### src/chip8_instruction_execute_defines.svh
// Assertion macros for the CHIP-8 execute block
`ifndef CHIP8_INSTRUCTION_EXECUTE_DEFINES_SVH
`define CHIP8_INSTRUCTION_EXECUTE_DEFINES_SVH

`ifndef SYNTHESIS
`define C8X_ASSERT_IMP(lbl, ante, cons) \
  lbl: assert property (@(posedge clk) disable iff (!rst_n) (ante) |-> (cons)) \
    else $error("assertion failed");
`define C8X_ASSERT_NXT(lbl, ante, cons) \
  lbl: assert property (@(posedge clk) disable iff (!rst_n) (ante) |=> (cons)) \
    else $error("assertion failed");
`else
`define C8X_ASSERT_IMP(lbl, ante, cons)
`define C8X_ASSERT_NXT(lbl, ante, cons)
`endif

`endif

### src/c8x_pkg.sv
package c8x_pkg;

  localparam logic [3:0] OP_SYS  = 4'h0;
  localparam logic [3:0] OP_JP   = 4'h1;
  localparam logic [3:0] OP_CALL = 4'h2;
  localparam logic [3:0] OP_SE   = 4'h3;
  localparam logic [3:0] OP_SNE  = 4'h4;
  localparam logic [3:0] OP_SER  = 4'h5;
  localparam logic [3:0] OP_LD   = 4'h6;
  localparam logic [3:0] OP_ADD  = 4'h7;
  localparam logic [3:0] OP_ALU  = 4'h8;
  localparam logic [3:0] OP_SNER = 4'h9;
  localparam logic [3:0] OP_LDI  = 4'hA;
  localparam logic [3:0] OP_JPV0 = 4'hB;
  localparam logic [3:0] OP_RND  = 4'hC;
  localparam logic [3:0] OP_DRW  = 4'hD;
  localparam logic [3:0] OP_MISC = 4'hF;

  localparam logic [3:0] ALU_MOV  = 4'h0;
  localparam logic [3:0] ALU_OR   = 4'h1;
  localparam logic [3:0] ALU_AND  = 4'h2;
  localparam logic [3:0] ALU_XOR  = 4'h3;
  localparam logic [3:0] ALU_ADD  = 4'h4;
  localparam logic [3:0] ALU_SUB  = 4'h5;
  localparam logic [3:0] ALU_SHR  = 4'h6;
  localparam logic [3:0] ALU_SUBN = 4'h7;
  localparam logic [3:0] ALU_SHL  = 4'hE;

  localparam logic [7:0] SYS_CLS = 8'hE0;
  localparam logic [7:0] SYS_RET = 8'hEE;

  localparam logic [7:0] MISC_LDDT  = 8'h07;
  localparam logic [7:0] MISC_WKEY  = 8'h0A;
  localparam logic [7:0] MISC_SETDT = 8'h15;
  localparam logic [7:0] MISC_SETST = 8'h18;
  localparam logic [7:0] MISC_ADDI  = 8'h1E;

  localparam logic [3:0] FLAG_REG = 4'hF;

  typedef struct packed {
    logic [15:0] next_pc;
    logic        key_taken;
    logic        clear_req;
    logic        draw_req;
    logic [7:0]  draw_x;
    logic [7:0]  draw_y;
    logic [3:0]  draw_rows;
    logic [15:0] draw_addr;
    logic        unknown_op;
    logic        stack_fault;
  } result_t;

endpackage

### src/c8x_ram.sv
module c8x_ram #(
  parameter int WIDTH = 16,
  parameter int DEPTH = 16
) (
  input  logic                                  clk,
  input  logic                                  wr_en,
  input  logic [((DEPTH > 1) ? $clog2(DEPTH) : 1)-1:0] wr_addr,
  input  logic [WIDTH-1:0]                      wr_data,
  input  logic [((DEPTH > 1) ? $clog2(DEPTH) : 1)-1:0] rd_addr,
  output logic [WIDTH-1:0]                      rd_data_r
);

  logic [WIDTH-1:0] mem_r [DEPTH];

  always_ff @(posedge clk) begin
    if (wr_en) begin
      mem_r[wr_addr] <= wr_data;
    end
    rd_data_r <= mem_r[rd_addr];
  end

endmodule

### src/chip8_instruction_execute.sv
// CHIP-8 instruction execute stage.
// Input channel (in_*): one instruction word fetched at the pc last reported,
// plus pending key state and a random byte. Output channel (out_*): one
// result per instruction with the next fetch address and side requests
// (clear, draw, key consumed, unknown opcode, stack fault).
// Both channels: valid/stall, a request moves when valid is high and stall low.
// The instruction is registered into the execute stage, its result into the
// output register (single execute stage, the stack read is issued early).
// Throughput: one instruction per cycle unless stalled; the stack read address
// is taken from the depth the executing instruction leaves, with a bypass of
// a same-cycle push, so calls and returns follow each other without bubbles.
// When out_stall is high the output register holds; one more request is
// buffered in the execute stage and then in_stall rises.
// Reset: pc = START_ADDR, V0..VF, I, DT, ST and stack depth cleared; the
// return stack memory is not cleared (only entries below depth are read).
module chip8_instruction_execute
  import c8x_pkg::*;
#(
  parameter int START_ADDR  = 512,
  parameter int STACK_DEPTH = 16
) (
  input  logic        clk,
  input  logic        rst_n,
  input  logic        in_valid,
  output logic        in_stall,
  input  logic [15:0] in_instr_word,
  input  logic        in_key_valid,
  input  logic [3:0]  in_key_code,
  input  logic [7:0]  in_rnd_byte,
  output logic        out_valid,
  input  logic        out_stall,
  output logic [15:0] out_next_pc,
  output logic        out_key_taken,
  output logic        out_clear_req,
  output logic        out_draw_req,
  output logic [7:0]  out_draw_x,
  output logic [7:0]  out_draw_y,
  output logic [3:0]  out_draw_rows,
  output logic [15:0] out_draw_addr,
  output logic        out_unknown_op,
  output logic        out_stack_fault
);

  `include "chip8_instruction_execute_defines.svh"

  localparam int DW  = $clog2(STACK_DEPTH + 1);
  localparam int SAW = (STACK_DEPTH > 1) ? $clog2(STACK_DEPTH) : 1;
  localparam logic [DW-1:0] DEPTH_MAX = DW'(STACK_DEPTH);

  logic        s1_valid_r;
  logic [15:0] s1_instr_r;
  logic        s1_kv_r;
  logic [3:0]  s1_kc_r;
  logic [7:0]  s1_rb_r;
  logic        s1_go;
  logic        accept;

  logic [15:0] pc_r, pc_nxt;
  logic [7:0]  gp_r [16];
  logic [15:0] idx_r, idx_nxt;
  logic [7:0]  dt_r, dt_nxt;
  logic [7:0]  st_r, st_nxt;
  logic [DW-1:0] depth_r, depth_exec, depth_nxt;

  logic           stk_we;
  logic [SAW-1:0] stk_waddr, stk_raddr;
  logic [15:0]    stk_q, stk_top;
  logic           fwd_r;
  logic [15:0]    fwd_data_r;

  logic        out_valid_r;
  result_t     out_r, res;

  logic [3:0]  x, y, n, op;
  logic [7:0]  kk, vx, vy;
  logic [15:0] nnn, seq, skp;
  logic        wx_en, wf_en, flag_first;
  logic [7:0]  wx_val, wf_val;
  logic [8:0]  sum;

  assign accept   = in_valid && !in_stall;
  assign s1_go    = s1_valid_r && (!out_valid_r || !out_stall);
  assign in_stall = s1_valid_r && !s1_go;

  assign op  = s1_instr_r[15:12];
  assign x   = s1_instr_r[11:8];
  assign y   = s1_instr_r[7:4];
  assign n   = s1_instr_r[3:0];
  assign kk  = s1_instr_r[7:0];
  assign nnn = {4'h0, s1_instr_r[11:0]};
  assign vx  = gp_r[x];
  assign vy  = gp_r[y];
  assign seq = pc_r + 16'd2;
  assign skp = pc_r + 16'd4;
  assign sum = {1'b0, vx} + {1'b0, vy};
  assign stk_top = fwd_r ? fwd_data_r : stk_q;

  always_comb begin
    res        = '0;
    res.next_pc = seq;
    idx_nxt    = idx_r;
    dt_nxt     = dt_r;
    st_nxt     = st_r;
    depth_exec = depth_r;
    stk_we     = 1'b0;
    wx_en      = 1'b0;
    wx_val     = 8'h00;
    wf_en      = 1'b0;
    wf_val     = 8'h00;
    flag_first = 1'b1;
    case (op)
      OP_SYS: begin
        if (kk == SYS_CLS) begin
          res.clear_req = 1'b1;
        end else if (kk == SYS_RET) begin
          if (depth_r == '0) begin
            res.next_pc     = pc_r;
            res.stack_fault = 1'b1;
          end else begin
            depth_exec  = depth_r - DW'(1);
            res.next_pc = stk_top;
          end
        end else begin
          res.next_pc    = pc_r;
          res.unknown_op = 1'b1;
        end
      end
      OP_JP: res.next_pc = nnn;
      OP_CALL: begin
        if (depth_r >= DEPTH_MAX) begin
          res.next_pc     = pc_r;
          res.stack_fault = 1'b1;
        end else begin
          stk_we      = 1'b1;
          depth_exec  = depth_r + DW'(1);
          res.next_pc = nnn;
        end
      end
      OP_SE:   if (vx == kk) res.next_pc = skp;
      OP_SNE:  if (vx != kk) res.next_pc = skp;
      OP_SER:  if (vx == vy) res.next_pc = skp;
      OP_SNER: if (vx != vy) res.next_pc = skp;
      OP_LD: begin
        wx_en  = 1'b1;
        wx_val = kk;
      end
      OP_ADD: begin
        wx_en  = 1'b1;
        wx_val = vx + kk;
      end
      OP_ALU: begin
        wx_en = 1'b1;
        case (n)
          ALU_MOV: wx_val = vy;
          ALU_OR:  wx_val = vx | vy;
          ALU_AND: wx_val = vx & vy;
          ALU_XOR: wx_val = vx ^ vy;
          ALU_ADD: begin
            wx_val     = sum[7:0];
            wf_en      = 1'b1;
            wf_val     = {7'd0, sum[8]};
            flag_first = 1'b0;
          end
          ALU_SUB: begin
            wx_val = vx - vy;
            wf_en  = 1'b1;
            wf_val = {7'd0, vx > vy};
          end
          ALU_SHR: begin
            wx_val = {1'b0, vx[7:1]};
            wf_en  = 1'b1;
            wf_val = {7'd0, vx[0]};
          end
          ALU_SUBN: begin
            wx_val = vy - vx;
            wf_en  = 1'b1;
            wf_val = {7'd0, vy > vx};
          end
          ALU_SHL: begin
            wx_val = {vx[6:0], 1'b0};
            wf_en  = 1'b1;
            wf_val = {7'd0, vx[7]};
          end
          default: begin
            wx_en          = 1'b0;
            res.next_pc    = pc_r;
            res.unknown_op = 1'b1;
          end
        endcase
      end
      OP_LDI:  idx_nxt = nnn;
      OP_JPV0: res.next_pc = nnn + {8'h00, gp_r[0]};
      OP_RND: begin
        wx_en  = 1'b1;
        wx_val = s1_rb_r & kk;
      end
      OP_DRW: begin
        res.draw_req  = 1'b1;
        res.draw_x    = vx;
        res.draw_y    = vy;
        res.draw_rows = n;
        res.draw_addr = idx_r;
      end
      OP_MISC: begin
        case (kk)
          MISC_LDDT: begin
            wx_en  = 1'b1;
            wx_val = dt_r;
          end
          MISC_WKEY: begin
            if (s1_kv_r) begin
              wx_en         = 1'b1;
              wx_val        = {4'h0, s1_kc_r};
              res.key_taken = 1'b1;
            end else begin
              res.next_pc = pc_r;
            end
          end
          MISC_SETDT: dt_nxt = vx;
          MISC_SETST: st_nxt = vx;
          MISC_ADDI:  idx_nxt = idx_r + {8'h00, vx};
          default: begin
            res.next_pc    = pc_r;
            res.unknown_op = 1'b1;
          end
        endcase
      end
      default: begin
        res.next_pc    = pc_r;
        res.unknown_op = 1'b1;
      end
    endcase
  end

  assign pc_nxt    = s1_go ? res.next_pc : pc_r;
  assign depth_nxt = s1_go ? depth_exec : depth_r;
  assign stk_waddr = SAW'(depth_r);
  assign stk_raddr = SAW'(depth_nxt - DW'(1));

  c8x_ram #(
    .WIDTH(16),
    .DEPTH(STACK_DEPTH)
  ) u_stack (
    .clk      (clk),
    .wr_en    (s1_go && stk_we),
    .wr_addr  (stk_waddr),
    .wr_data  (seq),
    .rd_addr  (stk_raddr),
    .rd_data_r(stk_q)
  );

  always_ff @(posedge clk) begin
    fwd_r      <= s1_go && stk_we && (stk_waddr == stk_raddr);
    fwd_data_r <= seq;
    if (accept) begin
      s1_instr_r <= in_instr_word;
      s1_kv_r    <= in_key_valid;
      s1_kc_r    <= in_key_code;
      s1_rb_r    <= in_rnd_byte;
    end
    if (s1_go) begin
      out_r <= res;
    end
  end

  always_ff @(posedge clk) begin
    if (!rst_n) begin
      s1_valid_r  <= 1'b0;
      out_valid_r <= 1'b0;
      pc_r        <= 16'(START_ADDR);
      idx_r       <= '0;
      dt_r        <= '0;
      st_r        <= '0;
      depth_r     <= '0;
      for (int i = 0; i < 16; i++) begin
        gp_r[i] <= '0;
      end
    end else begin
      if (accept) begin
        s1_valid_r <= 1'b1;
      end else if (s1_go) begin
        s1_valid_r <= 1'b0;
      end
      if (s1_go) begin
        out_valid_r <= 1'b1;
      end else if (!out_stall) begin
        out_valid_r <= 1'b0;
      end
      pc_r    <= pc_nxt;
      depth_r <= depth_nxt;
      if (s1_go) begin
        idx_r <= idx_nxt;
        dt_r  <= dt_nxt;
        st_r  <= st_nxt;
        if (flag_first) begin
          if (wf_en) gp_r[FLAG_REG] <= wf_val;
          if (wx_en) gp_r[x] <= wx_val;
        end else begin
          if (wx_en) gp_r[x] <= wx_val;
          if (wf_en) gp_r[FLAG_REG] <= wf_val;
        end
      end
    end
  end

  assign out_valid       = out_valid_r;
  assign out_next_pc     = out_r.next_pc;
  assign out_key_taken   = out_r.key_taken;
  assign out_clear_req   = out_r.clear_req;
  assign out_draw_req    = out_r.draw_req;
  assign out_draw_x      = out_r.draw_x;
  assign out_draw_y      = out_r.draw_y;
  assign out_draw_rows   = out_r.draw_rows;
  assign out_draw_addr   = out_r.draw_addr;
  assign out_unknown_op  = out_r.unknown_op;
  assign out_stack_fault = out_r.stack_fault;

  `C8X_ASSERT_IMP(a_depth_bound, 1'b1, depth_r <= DEPTH_MAX)
  `C8X_ASSERT_IMP(a_stall_only_busy, in_stall, s1_valid_r)
  `C8X_ASSERT_IMP(a_pc_matches_out, out_valid_r, pc_r == out_r.next_pc)
  `C8X_ASSERT_NXT(a_fault_keeps_depth, s1_go && res.stack_fault, $stable(depth_r))

endmodule

### config.mk
export PLATFORM = sky130hd
export DESIGN_NAME = chip8_instruction_execute
export DESIGN_NICKNAME = d
export VERILOG_FILES = /design/src/c8x_pkg.sv /design/src/c8x_ram.sv /design/src/chip8_instruction_execute.sv
export VERILOG_INCLUDE_DIRS = /design/src /design/src/src
export SDC_FILE = /design/constraint.sdc
export NUM_CORES = 1
export LEC_CHECK = 0
export ABC_CLOCK_PERIOD_IN_PS = 5900
export BUFFER_PORTS_ARGS = -buffer_cell sky130_fd_sc_hd__buf_2
export CAP_MARGIN = 10
export CORE_AREA = 10 10 220 222
export DETAILED_ROUTE_END_ITERATION = 7
export DIE_AREA = 0 0 230 232
export PLACE_DENSITY = 0.79
export RECOVER_POWER = 100
export SLEW_MARGIN = 20
export SYNTH_ARGS = -nofsm -noshare
export SYNTH_HDL_FRONTEND = slang
export SYNTH_SLANG_ARGS = --single-unit
### constraint.sdc
create_clock -name clk -period 5.9 [get_ports clk]
set_input_delay 1.77 -clock clk [delete_from_list [all_inputs] [get_ports clk]]
set_output_delay 1.77 -clock clk [all_outputs]
set_load 0.02 [all_outputs]
# Word-level counts from Yosys, hierarchy flattened

Memories as Yosys holds them, arrays and structs flattened. A register that Yosys moved wholly into a read port is not among the register bits.
Index checks and enable logic that the tools add are counted.

Memories kept: 2
Input bits: 33
Memory bits (writable): 384
Output and inout bits: 59
Register bits: 150

Memory list:

| name          | words | width | read ports | clocked after memory_dff | wr ports | RTL line                        | source |
|---|---|---|---|---|---|---|---|
| u_stack.mem_r | 16    | 16    | 1          | 1                        | 1        | c8x_ram.sv:13                   | `logic [WIDTH-1:0] mem_r [DEPTH];` |
| gp_r          | 16    | 8     | 3          | 2                        | 16       | chip8_instruction_execute.sv:59 | `logic [7:0] gp_r [16];` |

Magnitude comparators: 3
Equality and inequality tests: 38
Reductions and logical operators: 26
Bitwise logic cells: 13
$add $sub $neg: 11
Mux-type cells: 81

Operators with widths:

| operator                                                               | number |
|---|---|
| 16-bit 2-to-1 mux                                                      | 12 |
| 16-bit one-hot mux with 11 select lines                                | 1 |
| 8-bit one-hot mux with 9 select lines                                  | 1 |
| 16-bit one-hot mux with 2 select lines                                 | 2 |
| 1-bit 2-to-1 mux                                                       | 42 |
| 8-bit one-hot mux with 5 select lines                                  | 1 |
| 37-bit 2-to-1 mux                                                      | 1 |
| 4-bit equality test (second input constant)                            | 9 |
| 4-bit by 3-bit equality test with 1-bit output (second input constant) | 8 |
| 8-bit 2-to-1 mux                                                       | 4 |
| 5-bit 2-to-1 mux                                                       | 5 |
| 8-bit by 5-bit equality test with 1-bit output (second input constant) | 3 |
| 16-bit by 2-bit adder with 16-bit output (second input constant)       | 1 |
| 16-bit by 3-bit adder with 16-bit output (second input constant)       | 1 |
| 16-bit by 8-bit adder with 16-bit output                               | 1 |
| 8-bit AND                                                              | 2 |
| 4-bit by 2-bit equality test with 1-bit output (second input constant) | 4 |
| 8-bit equality test                                                    | 2 |
| 8-bit equality test (second input constant)                            | 2 |
| 8-bit greater-than comparator                                          | 2 |
| 4-bit 2-to-1 mux                                                       | 4 |
| 8-bit != test                                                          | 2 |
| 8-bit one-hot mux with 2 select lines                                  | 1 |
| 8-bit subtractor                                                       | 2 |
| other kinds (38)                                                       | 59 |

# Depth between registers and ports, before layout

Gate-level depths: netlist of the first run.

Word-level depth: 16
Gate-level depth with buffers: 21
Mapped depth without buffers: 17

# By module

From an unflattened synthesis of the first run, not the netlist that was laid out.

Cells, all modules: 2097
Area, all modules: 27642.8 um^2

Modules (own cells, without submodules):

| module                    | times used | cells an instance | area an instance (um^2) |
|---|---|---|---|
| chip8_instruction_execute | 1          | 1665              | 17600.6 |
| c8x_ram                   | 1          | 432               | 10042.1 |

# Worst setup path after synthesis of the first run

OpenSTA, ideal clock, no wires.

Path kind: register to register
Start: reg (tool-made name)
End: reg pc_r[7]
Setup time: 0.234 ns
Arrival: 4.734 ns
Period minus slack after synthesis: 4.968 ns
Data required time: 5.666 ns
Stages on the path, launching flop included: 16
Slack: 0.932 ns
Buffers on the path: 5
Cell sequence: dfxtp_1 -> buf_4 -> buf_6 -> buf_6 -> mux4_2 -> mux4_2 -> inv_1 -> ha_1 -> nor4_1 -> a211oi_1 -> or3_1 -> clkbuf_1 -> or4_1 -> clkbuf_1 -> a221oi_1 -> a31oi_1

RTL lines:

| what                 | RTL line                         | source |
|---|---|---|
| end signal, assigned | chip8_instruction_execute.sv:270 | `pc_r <= 16'(START_ADDR);` |
| end signal, assigned | chip8_instruction_execute.sv:289 | `pc_r <= pc_nxt;` |
| end, declared        | chip8_instruction_execute.sv:58  | `logic [15:0] pc_r, pc_nxt;` |

# Worst setup path in the final report of the first run

Start: in out_stall
End: mem u_stack.mem_r[4][5], enable pin

Longest elaborated chain between the ends: 6

RTL lines:

| what                                   | RTL line                         | source |
|---|---|---|
| start, declared                        | chip8_instruction_execute.sv:31  | `input logic out_stall,` |
| 1-bit logical NOT                      | -                                |  |
| 1-bit logical OR                       | chip8_instruction_execute.sv:82  | `assign s1_go = s1_valid_r && (!out_valid_r \|\| !out_stall);` |
| 1-bit logical AND                      | chip8_instruction_execute.sv:82  |  |
| 1-bit logical AND                      | chip8_instruction_execute.sv:245 | `.wr_en (s1_go && stk_we),` |
| 1-bit 2-to-1 mux                       | c8x_ram.sv:16                    | `if (wr_en) begin` |
| 1-bit 2-to-1 mux (implied by the code) | c8x_ram.sv:17                    | `mem_r[wr_addr] <= wr_data;` |
| end, declared                          | c8x_ram.sv:13                    |  |

Every way passes these cells.

==> results.md, run 1 <==
- The required time reported for the critical path endpoint is 6.13 ns.
- The power share of the combinational group is 0.133.
- The clock latency of the later-clocked register in the worst-skew pair is 0.63 ns.
- The number of global-route vias before repair is 18,500.
- Counting the fill cells in the layout gives 3,033.
- The number of buffers added to fix hold violations after cts is 0.
- The floorplan step defined a core boundary enclosing 43,900 sq um.
- Once layout is done, the placed cells without fillers occupy 30,100 sq um.
- The clock network power share is 0.378.
- The most common flop cell mapped by yosys is edfxtp_1.
- Dividing total power by cell area gives a power density of 304 nW/um^2.
- The normalized max-slew margin is -0.277.
- The final weighted congestion in routability-driven placement is 1.03.
- The floorplan step defined a die boundary enclosing 53,400 sq um.
- The clock tree synthesis step divided the H-tree into 2 levels.
- Setup repair after global routing left no endpoint under its margin.
- The cell type with the largest total area after synthesis is edfxtp_1.
- The number of enable-type register cells in the synthesized netlist is 470.
- The TritonCTS clock tree is yes.
- The floorplan step set the die height to 232 um.
- Averaged over all synthesized cells, the footprint is 13.4 sq um.
- On the worst path, the slowest cell contributes a delay of 1.09 ns.
- The checks that failed: max-capacitance violations, max-slew violations.
- Of the cells placed in the final design, the portion with a size suffix greater than 1 is 0.163.
- The leakage power figure is 0.0104 uW.
- The clock passes through at most 3 buffers.
- The net load switching power is 2380 uW.
- The total cell area at the placement stage is 28,600 sq um.
- The number of CTS-inserted buffers is 55.
- The first global-routing pass estimated 117 mm of wire.
- Once the clock tree was built, the resizer swapped 0 gates to a different size.
- The register clock-pin slew on the reported worst setup and hold paths is 0.06 ns.
- The endpoint kind of the worst setup timing path is a flip-flop.
- For this run, the total global-route usage over all layers was measured as 0.291.
- The highest net fanout along the worst path is 22.
- The via count normalized by instance count is 6.73.
- The clock tree root driver cell is clkbuf_16.
- For the pin with the worst max-slew slack, the measured transition is 1.90 ns.
- The pin count of the biggest net entering global routing is 67.
- The final routed DRC violation total is 0.
- Of the post-synthesis cell area, the dominant cell type holds 0.517.
- For flop-to-flop paths, the worst setup slack is 0.50 ns.
- The run finished, with violations left.
- The library cell with the highest instance count after synthesis is edfxtp_1.
- The min-delay analysis places its worst path in the category flip-flop to flip-flop.
- For this run, the register share of the synthesized area comes to 0.581.
- The cell repeated most along the worst path is clkbuf_1.
- The final hold violation count is 0.
- Across the run, the number of max-cap violations was 3.
- The number of slew-limit violations in the final report is 66.
- The antenna cell count is 0.
- The initial antenna violation count is 1.
- Relative to the synthesized area, the layout overhead comes to 10.4%.
- The highest clock frequency the design can meet is 0.181 GHz.
- The commonest cells after synthesis are 470 x edfxtp_1, 251 x nor2_1, 154 x mux4_2.
- The wire-length estimate of the detail-placed layout is 53.0 mm.
- The row count is 77.
- The synthesized netlist net count is 2,146.
- The number of warning messages in the yosys log is 0.
- In the synthesized netlist, the number of instances is 2,045.
- After clock tree synthesis, the setup repair step added 0 buffers.
- The sequential share of power is 0.489.
- The post-route fraction of the period consumed by the critical path is 0.937.
- The non-filler instance count after layout is 2,773.
- The maximum VDD drop is 247 uV.
- The via total after detailed routing is 18,700.
- The initial utilization of the core area, before any placement, comes to 0.622.
- The count of nets left with antenna violations once routing finished came out at 0.
- The worst setup path is launched from a primary input.
- The initial DRC count is 2,634.
- The clock net in this run drives a total of 558 sinks.
- The slowest stage of the critical path is the clkbuf_1 cell.
- After global routing the overflow that remains totals 0.
- Synthesis inferred 558 register bits.
- Across the routed clock network, the largest skew measured is 0.0567 ns.
- The count of final setup violators is 0.
- After layout, the minimum clock period comes to 5.53 ns.
- The signal on the critical path passes through clkbuf_1 > nand2_1 > nand2_1 > clkbuf_1 > clkinv_1 > clkbuf_1 > and2_0 > nand2_1 > nor2_1 > clkbuf_1.
- The setup total negative slack is 0 ns.
- The post-synthesis instance area is 27,300 sq um.
- The wire length per cell after detailed routing is 28.1 um.
- The critical path class is primary input to flip-flop.
- The number of nets in the final layout is 2,235.
- The internal power is 6780 uW.
- Of the total power, the share spent switching nets is 0.260.
- In this run the tool buffered the top-level ports with 91 buffer cells.
- Ranked by total cell area, the synthesized netlist is headed by edfxtp_1 52%, mux4_2 13%, dfxtp_1 6.5%, nor2_1 3.5%, ha_1 2.8%.
- Yosys mapped the design onto 91 distinct sky130hd cell types.
- The post-placement cell count is 2,668.
- The first detailed-routing pass took 6 iterations.
- The floorplan step set the die width to 230 um.
- 92 I/O pins were placed.
- The data arrival time at the worst-slack endpoint is 5.76 ns.
- For this run, asynchronously set or reset flops after synthesis account for 0.
- The total routed wirelength is 77.9 mm.
[critical path: cells and delay by family]
kind | cells | cell delay, ns
buffers and inverters | 5 | 2.77
and+or+nand+nor | 5 | 1.19
[worst paths after layout]
check                             from  cells past startpoint                       endpoint
setup reg to reg             flip-flop                     10       out_next_pc[7]$_DFFE_PP_
setup / recovery             out_stall                     10  u_stack.mem_r[4][5]$_DFFE_PP_
hold reg to reg   dt_r[3]$_SDFFE_PN0P_                      2           dt_r[3]$_SDFFE_PN0P_
hold / removal    dt_r[3]$_SDFFE_PN0P_                      2           dt_r[3]$_SDFFE_PN0P_
[sequential cells by signal (all words and copies together) (netlist names), 4 cells and up, named ones only]
| signal | flops |
|---|---|
| out_next_pc | 16 |
| s1_kc_r | 4 |
| pc_r | 16 |
| u_stack.rd_data_r | 16 |
| gp_r | 128 |
| out_draw_addr | 16 |
| out_draw_rows | 4 |
| s1_rb_r | 8 |
| u_stack.mem_r | 256 |
| out_draw_x | 8 |
| dt_r | 8 |
| depth_r | 5 |
| idx_r | 16 |
| out_draw_y | 8 |
| s1_instr_r | 16 |
| fwd_data_r | 16 |
[routing by layer]
layer | up-vias | part of all wire | track usage
li1 | 7983 | - | -
met5 | - | 0.00017 | 0
met3 | 174 | 0.12 | 0.0707
met1 | 9248 | 0.39 | 0.403
met4 | 2 | 0.029 | 0.0972
met2 | 1259 | 0.46 | 0.448
[final cells by class]
cell class	instances	area (sq um)	area share
clock inverter	34	307	0.0102
inverter	49	184	0.00610
tap	592	741	0.0246
timing repair buffer	172	895	0.0297
multi-input combinational	1298	10700	0.354
clock buffer	70	1480	0.0492
sequential	558	15900	0.527
[per-stage QoR]
stage                     hold slack, ns  worst slack, ns   util  power, uW
after floorplan                    0.471            0.932      -       5370
after CTS                          0.515            0.562  0.692       9160
final                              0.520            0.370  0.686       9150
after global routing               0.549            0.210  0.686       9430
after detailed placement           0.501            0.586  0.651       5750
after global placement             0.489            0.754  0.651       5730
[logic make-up after synthesis]
family          after synthesis  share of synthesized area
compound gates              369                     0.0916
xor+xnor                     57                     0.0192
fa+ha+maj                    68                     0.0328
buf+inv                     189                     0.0287
flops                       558                      0.581
mux                         194                      0.142
simple gates                610                      0.104
[layout by cell type, fill, tap and decap left out, types with 8 or more instances in the layout]
cell type  instances
a21o_1            14
edfxtp_1         470
and2_0            13
mux4_2           154
a22oi_1           22
a211oi_1          12
buf_2             24
clkbuf_16         55
clkbuf_1         107
clkinv_2          14
nor4_1             9
o211ai_1          16
nand4_1            8
nor3_1            33
a221oi_1          10
clkinv_1           8
nand3_1           30
nor2_1           251
o21ai_1            9
nor2b_1           29
a21oi_1           92
inv_1             44
o21ai_0           77
nand2b_1          23
mux2i_1           33
nand2_1          137
ha_1              61
xnor2_1           30
or3_1              9
clkbuf_2           9
and2_1            13
dfxtp_1           86
xor2_1            22
and3_1            11
buf_4             38
o22ai_1           13
[power groups by stage]
stage	Combinational, uW	Clock [uW]	Sequential [uW]
CTS	1200	3490	4470
finish	1210	3460	4480
global route	1300	3650	4480
detailed placement	1190	0	4560
floorplan	850	0	4520
global placement	1180	0	4550
No activity file was read; power rests on OpenSTA's default activity.
==> run 2: changes to the inputs <==
--- a/config.mk
+++ b/config.mk
@@ -9,10 +9,12 @@
 export ABC_CLOCK_PERIOD_IN_PS = 5900
 export BUFFER_PORTS_ARGS = -buffer_cell sky130_fd_sc_hd__buf_2
 export CAP_MARGIN = 10
-export CORE_AREA = 10 10 220 222
+export CELL_PAD_IN_SITES_DETAIL_PLACEMENT = 1
+export CELL_PAD_IN_SITES_GLOBAL_PLACEMENT = 1
+export CORE_AREA = 10 10 291 293
 export DETAILED_ROUTE_END_ITERATION = 7
-export DIE_AREA = 0 0 230 232
-export PLACE_DENSITY = 0.79
+export DIE_AREA = 0 0 301 303
+export PLACE_DENSITY = 0.56
 export RECOVER_POWER = 100
 export SLEW_MARGIN = 20
 export SYNTH_ARGS = -nofsm -noshare
==> run 2 against run 1 <==
The run still ends with max-capacitance violations, max-slew violations left. Combinational power increased by 7%. Count of clock-buffer cells in the layout up 21. Setup slack got worse by 0.092 ns.
==> results.md, run 2 (same netlist as run 1, synthesis figures left out) <==
- The flow ran to the end, but the final reports show violations.
- The checks that failed: max-capacitance violations, max-slew violations.
- The layer carrying the most global-route usage is met2.
- Measured on the finished design, the core utilization comes to 0.395.
- In this run, post-CTS hold repair placed 0 buffers.
- The count of final setup violators is 0.
- For the pin with the worst max-slew slack, the measured transition is 2.09 ns.
- The number of nets in the final layout is 2,254.
- The final weighted congestion in routability-driven placement is 0.911.
- 92 I/O pins were placed.
- The net load switching power is 2570 uW.
- After layout, the minimum clock period comes to 5.62 ns.
- In this run the critical register-to-register path is captured at out_next_pc[7]$_DFFE_PP_.
- The end point of the worst hold path is idx_r[15]$_SDFFE_PN0P_.
- The clock passes through at most 3 buffers.
- The worst slack at placement is 0.378 ns.
- The global-route wire length before repair is 133 mm.
- STA classifies the critical path startpoint as a flip-flop.
- IR analysis of the VDD net gives a maximum drop of 277 uV.
- After the first detailed-routing iteration, the DRC count stood at 1,418.
- After legalization and detailed placement, the total HPWL measured 63.9 mm.
- Before antenna repair, the detailed router went through 5 iterations.
- The tool flagged a number of max-cap violations equal to 12.
- From left edge to right edge, the die measures 301 um.
- The wire length per cell after detailed routing is 27.8 um.
- Walking the worst path, the cells encountered are buf_12 > mux4_2 > mux4_2 > inv_1 > ha_1 > nor4_1 > a211oi_1 > or3_1 > or4_1 > a221oi_1 > nand2_1.
- Dividing the detail-routed via count by the number of cells gives 5.63.
- The area of the core is 78,600 sq um.
- The register clock-pin slew on the reported worst setup and hold paths is 0.06 ns.
- The TritonCTS clock tree is yes.
- The number of slew-limit violations in the final report is 214.
- Clock tree synthesis selected as its root buffer the cell clkbuf_16.
- After layout, the worst setup slack is 0.278 ns.
- The area overhead of the layout relative to synthesis is 13.8%.
- The total routed wirelength is 90.7 mm.
- The initialized floorplan defines 103 standard-cell rows.
- The register with the most flip-flops in the layout has 256 of them.
- In this run the power density over the cells is 312 nW/um^2.
- The number of clock buffers added by TritonCTS is 61.
- Counting instances, the worst hold path has a depth of 2.
- The largest single stage delay on the critical path is 0.72 ns.
- Gates resized during post-CTS repair numbered 0.
- For this configuration, the core starts out at a cell density of 0.347.
- The normalized max-slew margin is -0.394.
- The number of global-route vias before repair is 19,100.
- The TritonCTS sink count is 558.
- The number of antenna-violating nets in the routed design is 0.
- The floorplan step defined a die boundary enclosing 91,200 sq um.
- Buffers added to address setup during post-CTS repair amount to 0.
- By startpoint and endpoint, the worst setup path is classified as flip-flop to flip-flop.
- The highest net fanout along the worst path is 15.
- Counting the fill cells in the layout gives 8,284.
- The routed layout has 18,300 vias.
- For met2 alone, demand over resource in global routing was 0.299.
- The total global routing overflow is 0.
- The die height is 303 um.
- Setup total negative slack on the finished layout was measured at 0 ns.
- Setup repair after global routing left no endpoint under its margin.
- For this run, global-route usage on met1 was measured as 0.276.
- The initial antenna violation count is 0.
- Across all register-to-register paths, the minimum setup slack is 0.28 ns.
- For the final database, setup skew stands at 0.0622 ns.
- Data on the critical path arrives at its endpoint at 6.02 ns.
- The class of the worst hold path is flip-flop to flip-flop.
- The slowest cell on the critical path is or4_1.
- The top cell family by delay on the critical path is simple AND/OR/NAND/NOR gates.
- By instance count, the cell type seen most on the critical path is mux4_2.
- The final hold violation count is 0.
- In this run the most critical hold path is launched from idx_r[15]$_SDFFE_PN0P_.
- The highest clock frequency the design can meet is 0.178 GHz.
- The clock network power share is 0.405.
- For the worst setup path, the data required time is 6.30 ns.
- In this run the tool buffered the top-level ports with 91 buffer cells.
- The switching fraction of total power is 0.265.
- The most common cell after layout, fill and taps aside is edfxtp_1.
- For met3 alone, demand over resource in global routing was 0.0412.
- The sequential share of power is 0.462.
- The worst setup path is captured at a flip-flop.
- The pin count of the biggest net entering global routing is 67.
- More flip-flops sit in one register than any other, and that register is u_stack.mem_r.
- The H-tree generated during clock tree synthesis spans 2 levels.
- The post-route fraction of the period consumed by the critical path is 0.953.
- The power share of the combinational group is 0.133.
- 0 antenna diodes ended up in the layout.
- The leakage power figure is 0.0105 uW.
- The worst register-to-register path has a depth of 11.
- The share of cells above drive strength 1 is 0.164.
- In the layout the commonest cells are 470 x edfxtp_1, 246 x nor2_1, 154 x mux4_2.
- The number of buffers and inverters on the critical path is 2.
- The final routed DRC violation total is 0.
- Across every metal layer, demand over resource in global routing totals 0.196.
- The clock latency of the later-clocked register in the worst-skew pair is 0.67 ns.
- In the final layout, the registers with the most flip-flops are u_stack.mem_r: 256 flops, gp_r: 128 flops.
- The internal power is 7120 uW.
-- run 2: cell types whose count changed in the layout (fill, tap and decap cells not counted), sizes merged --
| cell | delta |
|---|---|
| buf | -4 |
| inv | -4 |
| clkinv | -7 |
| bufinv | +2 |
| clkbuf | +38 |
-- run 2: layout make-up --
| class | count | area (sq um) | share of cell area |
|---|---|---|---|
| tap | 1050 | 1310 | 0.0423 |
| multi-input combinational | 1298 | 10700 | 0.343 |
| clock buffer | 91 | 1730 | 0.0556 |
| sequential | 558 | 15900 | 0.511 |
| clock inverter | 25 | 350 | 0.0113 |
| inverter | 49 | 185 | 0.00596 |
| timing repair buffer | 185 | 946 | 0.0304 |
-- run 2: worst reg2reg max path, stage by stage, from the launching register on --
cell and delay (ns):
dfxtp_2 0.68, buf_12 0.24, mux4_2 0.51, mux4_2 0.60
inv_1 0.17, ha_1 0.34, nor4_1 0.67, a211oi_1 0.32
or3_1 0.58, or4_1 0.72, a221oi_1 0.45, nand2_1 0.08
-- run 2: power by group through the flow --
stage	Clock, uW	Sequential [uW]	Combinational, uW
after floorplan	0	4520	850
after global placement	0	4550	1270
after detailed placement	0	4560	1300
after CTS	4020	4470	1300
after global routing	4200	4480	1400
final	3930	4480	1290
-- run 2: how the worst max path moves through the flow --
stage / start / end / cells after the start
3_5_place_dp: flip-flop / out_next_pc[7]$_DFFE_PP_ / 11
6_report: flip-flop / out_next_pc[7]$_DFFE_PP_ / 11
3_3_place_gp: flip-flop / out_next_pc[7]$_DFFE_PP_ / 11
5_1_grt: flip-flop / gp_r[14][6]$_SDFFCE_PN0P_ / 16
4_1_cts: flip-flop / out_next_pc[7]$_DFFE_PP_ / 11
2_1_floorplan: flip-flop / pc_r[7]$_SDFFE_PN0P_ / 15
-- run 2: routing by layer --
metal	up-vias	wire length, um	part of all wire
li1	8040	-	-
met4	0	2950	0.033
met1	9518	41200	0.45
met5	-	0	0
met3	160	6350	0.070
met2	607	40200	0.44
-- run 2: per-stage QoR --
| stage | total power, uW | instances | instance area (sq um) | hold WS [ns] |
|---|---|---|---|---|
| global route | 10100 | 3256 | 31100 | 0.531 |
| CTS | 9800 | 3256 | 31400 | 0.520 |
| floorplan | 5370 | 2045 | 27300 | 0.471 |
| detailed placement | 5850 | 3140 | 29300 | 0.499 |
| finish | 9690 | 3256 | 31100 | 0.511 |
| global placement | 5830 | 3140 | 29300 | 0.497 |
